**src/design/svpwm_pkg.sv**
```systemverilog
// types, constants and helpers for the space vector pwm compare generator
package svpwm_pkg;

	typedef struct packed {
		logic [15:0] amplitude;
		logic [5:0]  angle_incr;
	} req_t;

	typedef struct packed {
		logic [15:0] compare_phase_a;
		logic [15:0] compare_phase_b;
		logic [15:0] compare_phase_c;
		logic [2:0]  sector;
	} res_t;

	localparam logic [2:0]  SECTOR_1 = 3'd1;
	localparam logic [2:0]  SECTOR_2 = 3'd2;
	localparam logic [2:0]  SECTOR_3 = 3'd3;
	localparam logic [2:0]  SECTOR_4 = 3'd4;
	localparam logic [2:0]  SECTOR_5 = 3'd5;
	localparam logic [2:0]  SECTOR_6 = 3'd6;

	localparam logic [15:0] PERIOD_RESET = 16'd1023;

	localparam logic [63:0] Q30_ONE      = 64'd1073741824;
	localparam logic [63:0] Q30_PI_THIRD = 64'd1124419809;
	localparam logic [63:0] Q30_HALF     = 64'd536870912;

	// halve a signed sum, floor at zero and saturate to 16 bits
	function automatic logic [15:0] half_sat(input logic signed [18:0] v);
		logic [17:0] h;
		h = 18'(v >>> 1);
		if (v < 0) begin
			return 16'd0;
		end else if (h > 18'd65535) begin
			return 16'hFFFF;
		end else begin
			return h[15:0];
		end
	endfunction

endpackage

```
**src/design/space_vector_pwm_compare_gen.sv**
```systemverilog
// space vector pwm compare generator top level: sector tracking, sine rom, compare values
// datapath: input register, then result register (sine rom, multiply, centering and sector
// routing sit between the two)
// throughput: one request per cycle; the input register holds only while the result is stalled
// reset: angle 0, sector 1, pwm period 1023, both registers empty
module space_vector_pwm_compare_gen #(
	parameter int TABLE_SIZE = 64,
	parameter int MAX_STEP   = 63
) (
	input  logic              clk,
	input  logic              arst_n,
	input  logic              req_valid,
	output logic              req_stall,
	input  svpwm_pkg::req_t   req_data,
	output logic              res_valid,
	input  logic              res_stall,
	output svpwm_pkg::res_t   res_data,
	input  logic              cfg_wr_en,
	input  logic [15:0]       cfg_wr_data
);
	import svpwm_pkg::*;

	localparam int LAST_INDEX = TABLE_SIZE - 1;
	localparam int IDX_W      = (TABLE_SIZE > 2) ? $clog2(TABLE_SIZE) : 1;

	// sine rom, 0 to 60 degrees scaled by 256, built at elaboration
	logic [7:0] sine_rom [TABLE_SIZE];

	for (genvar i = 0; i < TABLE_SIZE; i++) begin : g_rom
		localparam logic [63:0] X  = (Q30_PI_THIRD * 64'(i) + 64'(LAST_INDEX / 2))
			/ 64'(LAST_INDEX);
		localparam logic [63:0] X2 = (X * X) >> 30;
		localparam logic [63:0] T1 = Q30_ONE - X2 / 64'd72;
		localparam logic [63:0] T2 = Q30_ONE - ((X2 * T1) >> 30) / 64'd42;
		localparam logic [63:0] T3 = Q30_ONE - ((X2 * T2) >> 30) / 64'd20;
		localparam logic [63:0] T4 = Q30_ONE - ((X2 * T3) >> 30) / 64'd6;
		localparam logic [63:0] S  = (X * T4) >> 30;
		localparam logic [63:0] R  = (S * 64'd256 + Q30_HALF) >> 30;
		localparam logic [7:0]  E  = (R > 64'd255) ? 8'd255 : 8'(R);
		assign sine_rom[i] = E;
	end

	logic [15:0]      pwm_period_q;
	logic [7:0]       sector_angle_q;
	logic [2:0]       sector_index_q;

	logic             valid_s1;
	logic [15:0]      amp_s1;
	logic [IDX_W-1:0] idx_s1;
	logic [2:0]       sector_s1;

	logic             res_valid_q;
	res_t             res_q;

	logic             ready_out;
	logic             ready_s1;
	logic             req_accept;

	logic [6:0]       step_c;
	logic [7:0]       angle_sum;
	logic [7:0]       angle_next;
	logic [2:0]       sector_next;
	logic [15:0]      amp_c;
	logic [IDX_W-1:0] idx_next;

	logic [23:0]      prod1;
	logic [23:0]      prod2;
	logic [15:0]      tau1;
	logic [15:0]      tau2;

	logic [18:0]      p_ext;
	logic [18:0]      t1_ext;
	logic [18:0]      t2_ext;
	logic [15:0]      v0;
	logic [15:0]      v1a;
	logic [15:0]      v1b;
	logic [15:0]      v2;
	res_t             res_next;

	assign ready_out  = !res_valid_q || !res_stall;
	assign ready_s1   = !valid_s1 || ready_out;
	assign req_stall  = !ready_s1;
	assign req_accept = req_valid && ready_s1;

	// angle advance and sector wrap
	always_comb begin
		step_c = {1'b0, req_data.angle_incr};
		if (step_c > 7'(MAX_STEP)) begin
			step_c = 7'(MAX_STEP);
		end
		angle_sum   = sector_angle_q + {1'b0, step_c};
		angle_next  = angle_sum;
		sector_next = sector_index_q;
		if (angle_sum > 8'(LAST_INDEX)) begin
			angle_next = angle_sum - 8'(LAST_INDEX);
			if (sector_index_q >= SECTOR_6) begin
				sector_next = SECTOR_1;
			end else begin
				sector_next = sector_index_q + 3'd1;
			end
		end
		if (angle_next > 8'(LAST_INDEX)) begin
			idx_next = IDX_W'(LAST_INDEX);
		end else begin
			idx_next = angle_next[IDX_W-1:0];
		end
		amp_c = (req_data.amplitude > pwm_period_q) ? pwm_period_q : req_data.amplitude;
	end

	always_ff @(posedge clk or negedge arst_n) begin
		if (!arst_n) begin
			pwm_period_q   <= PERIOD_RESET;
			sector_angle_q <= 8'd0;
			sector_index_q <= SECTOR_1;
		end else begin
			if (cfg_wr_en) begin
				pwm_period_q <= cfg_wr_data;
			end
			if (req_accept) begin
				sector_angle_q <= angle_next;
				sector_index_q <= sector_next;
			end
		end
	end

	// input register: clamped amplitude, table index, sector
	always_ff @(posedge clk or negedge arst_n) begin
		if (!arst_n) begin
			valid_s1 <= 1'b0;
		end else if (ready_s1) begin
			valid_s1 <= req_valid;
		end
	end

	always_ff @(posedge clk) begin
		if (req_accept) begin
			amp_s1    <= amp_c;
			idx_s1    <= idx_next;
			sector_s1 <= sector_next;
		end
	end

	// active times from the sine rom
	assign prod1 = amp_s1 * sine_rom[IDX_W'(LAST_INDEX) - idx_s1];
	assign prod2 = amp_s1 * sine_rom[idx_s1];
	assign tau1  = prod1[23:8];
	assign tau2  = prod2[23:8];

	// centered compare values routed by sector
	always_comb begin
		p_ext  = {3'b000, pwm_period_q};
		t1_ext = {3'b000, tau1};
		t2_ext = {3'b000, tau2};
		v0  = half_sat($signed(p_ext - t1_ext - t2_ext));
		v1a = half_sat($signed(p_ext + t1_ext - t2_ext));
		v1b = half_sat($signed(p_ext - t1_ext + t2_ext));
		v2  = half_sat($signed(p_ext + t1_ext + t2_ext));
		res_next.sector = sector_s1;
		case (sector_s1)
			SECTOR_2: begin
				res_next.compare_phase_a = v1b;
				res_next.compare_phase_b = v0;
				res_next.compare_phase_c = v2;
			end
			SECTOR_3: begin
				res_next.compare_phase_a = v2;
				res_next.compare_phase_b = v0;
				res_next.compare_phase_c = v1a;
			end
			SECTOR_4: begin
				res_next.compare_phase_a = v2;
				res_next.compare_phase_b = v1b;
				res_next.compare_phase_c = v0;
			end
			SECTOR_5: begin
				res_next.compare_phase_a = v1a;
				res_next.compare_phase_b = v2;
				res_next.compare_phase_c = v0;
			end
			SECTOR_6: begin
				res_next.compare_phase_a = v0;
				res_next.compare_phase_b = v2;
				res_next.compare_phase_c = v1b;
			end
			default: begin
				res_next.compare_phase_a = v0;
				res_next.compare_phase_b = v1a;
				res_next.compare_phase_c = v2;
			end
		endcase
	end

	always_ff @(posedge clk or negedge arst_n) begin
		if (!arst_n) begin
			res_valid_q <= 1'b0;
		end else if (ready_out) begin
			res_valid_q <= valid_s1;
		end
	end

	always_ff @(posedge clk) begin
		if (ready_out && valid_s1) begin
			res_q <= res_next;
		end
	end

	assign res_valid = res_valid_q;
	assign res_data  = res_q;

endmodule
```
**config.mk**
```make
export PLATFORM = sky130hd
export DESIGN_NAME = space_vector_pwm_compare_gen
export DESIGN_NICKNAME = d
export VERILOG_FILES = /design/src/design/svpwm_pkg.sv /design/src/design/space_vector_pwm_compare_gen.sv
export SDC_FILE = /design/constraint.sdc
export NUM_CORES = 1
export LEC_CHECK = 0
export BUFFER_PORTS_ARGS = -buffer_cell sky130_fd_sc_hd__buf_4
export CAP_MARGIN = 20
export CORE_ASPECT_RATIO = 1.2
export CORE_MARGIN = 2
export CORE_UTILIZATION = 45
export DETAILED_ROUTE_END_ITERATION = 6
export PLACE_DENSITY = 0.7
export SKIP_LAST_GASP = 1
export SYNTH_ARGS = -nofsm -noshare
export SYNTH_HDL_FRONTEND = slang
export SYNTH_SLANG_ARGS = --single-unit
```
**constraint.sdc**
```tcl
create_clock -name clk -period 12 [get_ports clk]
set_input_delay 0.6 -clock clk [delete_from_list [all_inputs] [get_ports clk]]
set_output_delay 0.6 -clock clk [all_outputs]
set_load 0.005 [all_outputs]
```
After elaboration in Yosys (flattened, before gate mapping):

Memory sizes are Yosys's and may differ from the RTL's.
Cells that the tools add are included.

* add/sub/neg operators: 10
* multiply operators: 2
* magnitude comparators: 14
* equal/unequal tests: 5
* mux-type cells: 17
* bitwise logic cells: 2
* reductions and logical operators: 8

Operators with widths (number)
* $pmux W48 S5: 1
* $mux W16: 9
* $gt A18 B16 Y1 const B: 3
* $lt A18 B1 Y1 const B: 3
* $mul A16 B8 Y24: 2
* $mux W8: 5
* $lt A19 B1 Y1 const B: 1
* $sub A19 B16 Y19: 1
* $add A17 B16 Y18: 1
* $add A17 B17 Y18: 1
* $sub A17 B16 Y18: 1
* $add A16 B16 Y17: 1
* $gt A17 B16 Y1 const B: 1
* $sub A16 B16 Y17: 1
* $gt A16 B16 Y1: 1
* $gt A8 B6 Y1 const B: 2
* $ge A7 B7 Y1 const B: 2
* $not A6 Y7: 2
* $eq A3 B3 Y1 const B: 3
* $add A8 B6 Y8: 1
* $sub A8 B6 Y8 const B: 1
* $eq A3 B2 Y1 const B: 2
* $mux W3: 2
* $sub A6 B6 Y6 const A: 1
* 5 further kinds: 10

* register bits after elaboration: 105
* memory bits (read-only): 1024
* input port bits: 43
* output and inout bits: 53
* logic and storage cells: 72
* memories: 2

Memory list
* (no name shown): depth 64, width 8, rd ports 1, clocked after memory_dff 0, wr ports 0, RTL line space_vector_pwm_compare_gen.sv:145 `assign prod2 = amp_s1 * sine_rom[idx_s1];`
* (no name shown): depth 64, width 8, rd ports 1, clocked after memory_dff 0, wr ports 0, RTL line space_vector_pwm_compare_gen.sv:144 `assign prod1 = amp_s1 * sine_rom[IDX_W'(LAST_INDEX) - idx_s1];`

Longest topological paths before layout:

* depth in word-level cells: 12
* depth in mapped cells: 51

Least setup slack after synthesis:

OpenSTA, ideal clock, no wires.

* path kind: register to register
* start: register idx_s1[2]
* end: register res_q, in the netlist res_data[36], data pin
* arrival: 9.906 ns
* data required time: 11.842 ns
* slack: 1.936 ns
* cell stages (with the launch flop): 47
* buffers on the path: 5
* cells stage by stage: edfxtp_1 > buf_2 > clkbuf_1 > clkbuf_1 > buf_1 > a31oi_1 > a21oi_1 > a21oi_1 > and2_1 > fa_1 > inv_1 > fa_1 > inv_1 > fa_1 > fa_1 > ha_1 > o211ai_1 > nor2_1 > [... 11 more ...] > o21ai_0 > a21oi_1 > o31ai_1 > o41ai_1 > o31ai_1 > a21oi_1 > o21bai_1 > xnor2_1 > ha_1 > clkbuf_1 > inv_1 > nand3_1 > nand2b_1 > a2111oi_0 > nand2_1 > o211ai_1 > o21ai_0 > o211ai_1

RTL lines
* from (decl): RTL line space_vector_pwm_compare_gen.sv:49 `logic [IDX_W-1:0] idx_s1;`
* from (signal assigned): RTL line space_vector_pwm_compare_gen.sv:138 `idx_s1 <= idx_next;`
* to (signal assigned): RTL line space_vector_pwm_compare_gen.sv:203 `res_q <= res_next;`
* to (decl): RTL line space_vector_pwm_compare_gen.sv:53 `res_t res_q;`

==> impl_metrics.py <==
metrics = {
    "logic_synthesis": {
        "syn_area_um2": 19090,
        "netlist_top_cells_area": "fa_1, ha_1, edfxtp_1",
        "yosys_warnings": 0,
        "async_reset_ff_share_pct": 27.62,
        "yosys_most_used_dff": "edfxtp_1",
        "ys_ff_latch": 105,
        "synth_nets": 2679,
        "yosysTopAreaCell": "fa_1",
        "synth_cells": 2252,
        "seq_area_frac_synth_pct": 15.83,
        "synth.distinct_cells": 94,
        "netlist.area_leader.share_pct": 18.14,
        "syn_avg_cell_area_um2": 8.478,
        "synth_edf_count": 76,
    },
    "sta": {
        "relSlewSlack_pct": 21.30,
        "setup_tns_ps": 0,
        "hold_viol": 0,
        "post-route-period-util_pct": 91.91,
        "rsz0062_at_grt": "no",
        "finalMaxSlewViolations": 0,
        "hold_ws_ps": 125.4,
        "setup_viol": 0,
        "tightest_slew_ps": 1180,
        "fin_worst_skew_ps": 17.34,
        "min_period_ps": 11030,
        "fmax_ghz": 0.09066,
    },
    "route": {
        "vias": 16640,
        "drtIter0Drc": 1258,
        "ant_nets": 0,
        "route.detailed.drc": 0,
        "wl_per_cell_um": 19.86,
        "drtPass1Iterations": 5,
        "via_per_inst": 5.863,
        "wl_mm": 56.35,
    },
    "floorplanning": {
        "io_pins": 96,
        "start_util_pct": 45.61,
        "die_y_um": 229.6,
        "fp-row-count": 82,
        "die_w_um": 192.0,
        "design.core.area_um2": 41860,
        "dieArea_um2": 44100,
    },
    "global_routing": {
        "grt_usage_pct": 26.03,
        "grt_pass1_vias": 17230,
        "grt_remaining_overflow": 0,
        "antenna_found_initial": 0,
        "grt_max_degree": 52,
        "grt_pass1_wl_mm": 90.45,
    },
    "min_path": {
        "hold_path_class": "in -> async",
    },
    "layout": {
        "area_growth_pct": 8.133,
        "layout_common_cells": "inv_1, ha_1, nand2_1, fa_1, a21oi_1",
        "fill_cells": 3966,
        "mostFrequentLayoutCell": "inv_1",
        "final_nets": 2714,
        "drive_gt1_share_pct": 8.988,
        "diodes": 0,
        "fin_util_pct": 49.32,
    },
    "status": {
        "status": "completed",
    },
    "worst_setup_path": {
        "cpPeakStageDelay_ps": 650,
        "arrival_ps": 11170,
        "path_class": "reg -> reg",
        "required_ps": 12140,
        "cp_max_fo": 15,
        "crit_slowest_cell": "edfxtp_1",
        "cp-start-kind": "register",
        "crit_path_end_kind": "register",
    },
    "clock_tree": {
        "htree_levels": 3,
        "cts_buffers": 9,
        "clock_sink_count": 105,
        "root_buffer": "clkbuf_16",
        "clkLatencyLatePin_ps": 390,
        "path_clk_slew_ps": 90,
        "cts_tree": "yes",
        "clockBufferDepth": 2,
    },
    "run": {
        "cap_violations": 0,
    },
    "placement": {
        "gp_congestion": 0.9989,
        "io_buffers": 95,
        "dp_hpwl_mm": 45.70,
    },
}
layer usage:
layer / routed length [um] / track usage (%) / vias up
met5: 0 / 0 / -
met4: 2997 / 13.26 / 0
met1: 22700 / 32.21 / 8211
met3: 2777 / 2.881 / 144
li1: - / - / 7727
met2: 27880 / 44.55 / 557
worst max-delay path: cells and delay by family (launching register included):
kind                       cells  cell delay [ps]
AOI/OAI and AO/OA             21             3860
adders and majority gates      8             3480
and+or+nand+nor               10             1750
DFF                            1              650
buffers and inverters          4              450
xor gates and xnor gates       2              450
muxes                          1              130
worst paths after layout:
check | cells past startpoint | end | start | slack, ps
worst max-delay path | 46 | res_data[13] | idx_s1[1] | 970
worst min-delay path | 1 | sector_angle_q[1] | arst_n | 130
worst max register to register | 46 | res_data[13] | idx_s1[1] | 970
worst min register to register | 1 | res_valid | valid_s1 | 490
max in group asynchronous | 1 | pwm_period_q[3] | arst_n | 11530
min in group clk | 2 | valid_s1 | req_valid | 420
state kept, by name, summed over array words and instances, names as in the netlist:
register        cells
amp_s1             16
idx_s1              6
pwm_period_q       16
res_data           51
res_valid           1
sector_angle_q      8
sector_index_q      3
sector_s1           3
valid_s1            1
synthesized netlist by cell type (5+ instances only):
cell type / n
a211oi_1: 9
a21o_1: 28
a21oi_1: 156
a221oi_1: 11
a22oi_1: 11
a31oi_1: 15
a32oi_1: 5
and2_1: 122
and3_1: 9
buf_1: 5
buf_2: 8
clkbuf_1: 83
dfrtp_1: 18
dfstp_2: 11
edfxtp_1: 76
fa_1: 173
ha_1: 211
inv_1: 243
mux2_2: 19
mux2i_1: 12
nand2_1: 206
nand2b_1: 41
nand3_1: 35
nand4_1: 11
nor2_1: 146
nor2b_1: 83
nor3_1: 26
o211ai_1: 26
o21a_1: 18
o21ai_0: 101
o21ai_1: 12
o21bai_1: 36
o221ai_1: 19
o22a_1: 5
o22ai_1: 17
o31a_1: 9
o31ai_1: 9
or2_2: 7
or3_1: 7
xnor2_1: 94
xor2_1: 33
repair_timing:
action                                 in CTS  in global routing
buffers inserted                            0                  0
endpoints found under the hold margin       0                  0
gates resized for setup                     0                  3
setup endpoints to repair                   0                 28
hold buffers                                0                  0
kinds of logic (layout without fill, tap and decap cells):
kind of cell	after synthesis	count (layout)	synth area share [%]
buffers and inverters	343	383	6.875
AND/OR/NAND/NOR	714	714	18.60
AO/OA/AOI/OAI	547	547	19.04
multiplexers	32	32	1.868
adder cells (fa/ha/maj)	384	384	31.97
XOR/XNOR	127	127	5.826
flip-flops	105	105	15.83
layout make-up:
| cell class | instances | area [um2] | share of cell area (%) |
|---|---|---|---|
| clock buffers | 11 | 252.7 | 1.224 |
| clock inverters | 5 | 46.29 | 0.2242 |
| multi-input cells | 1804 | 14780 | 71.60 |
| repair buffers | 123 | 943.4 | 4.570 |
| well taps | 546 | 683.2 | 3.309 |
| inverters | 244 | 915.9 | 4.436 |
| flip-flops and latches | 105 | 3022 | 14.64 |
metrics by stage:
stage | std cells | cell area, um2 | setup slack [ps]
after floorplan | 2252 | 19090 | 1936
after global placement | 2821 | 20310 | 1078
after detailed placement | 2821 | 20310 | 823.4
after CTS | 2837 | 20610 | 767.5
after global routing | 2838 | 20640 | 49.77
final | 2838 | 20640 | 970.4
Power is left out: the tool's default activity adds up to more than one toggle a clock period on the data nets, which glitch-free logic cannot reach.
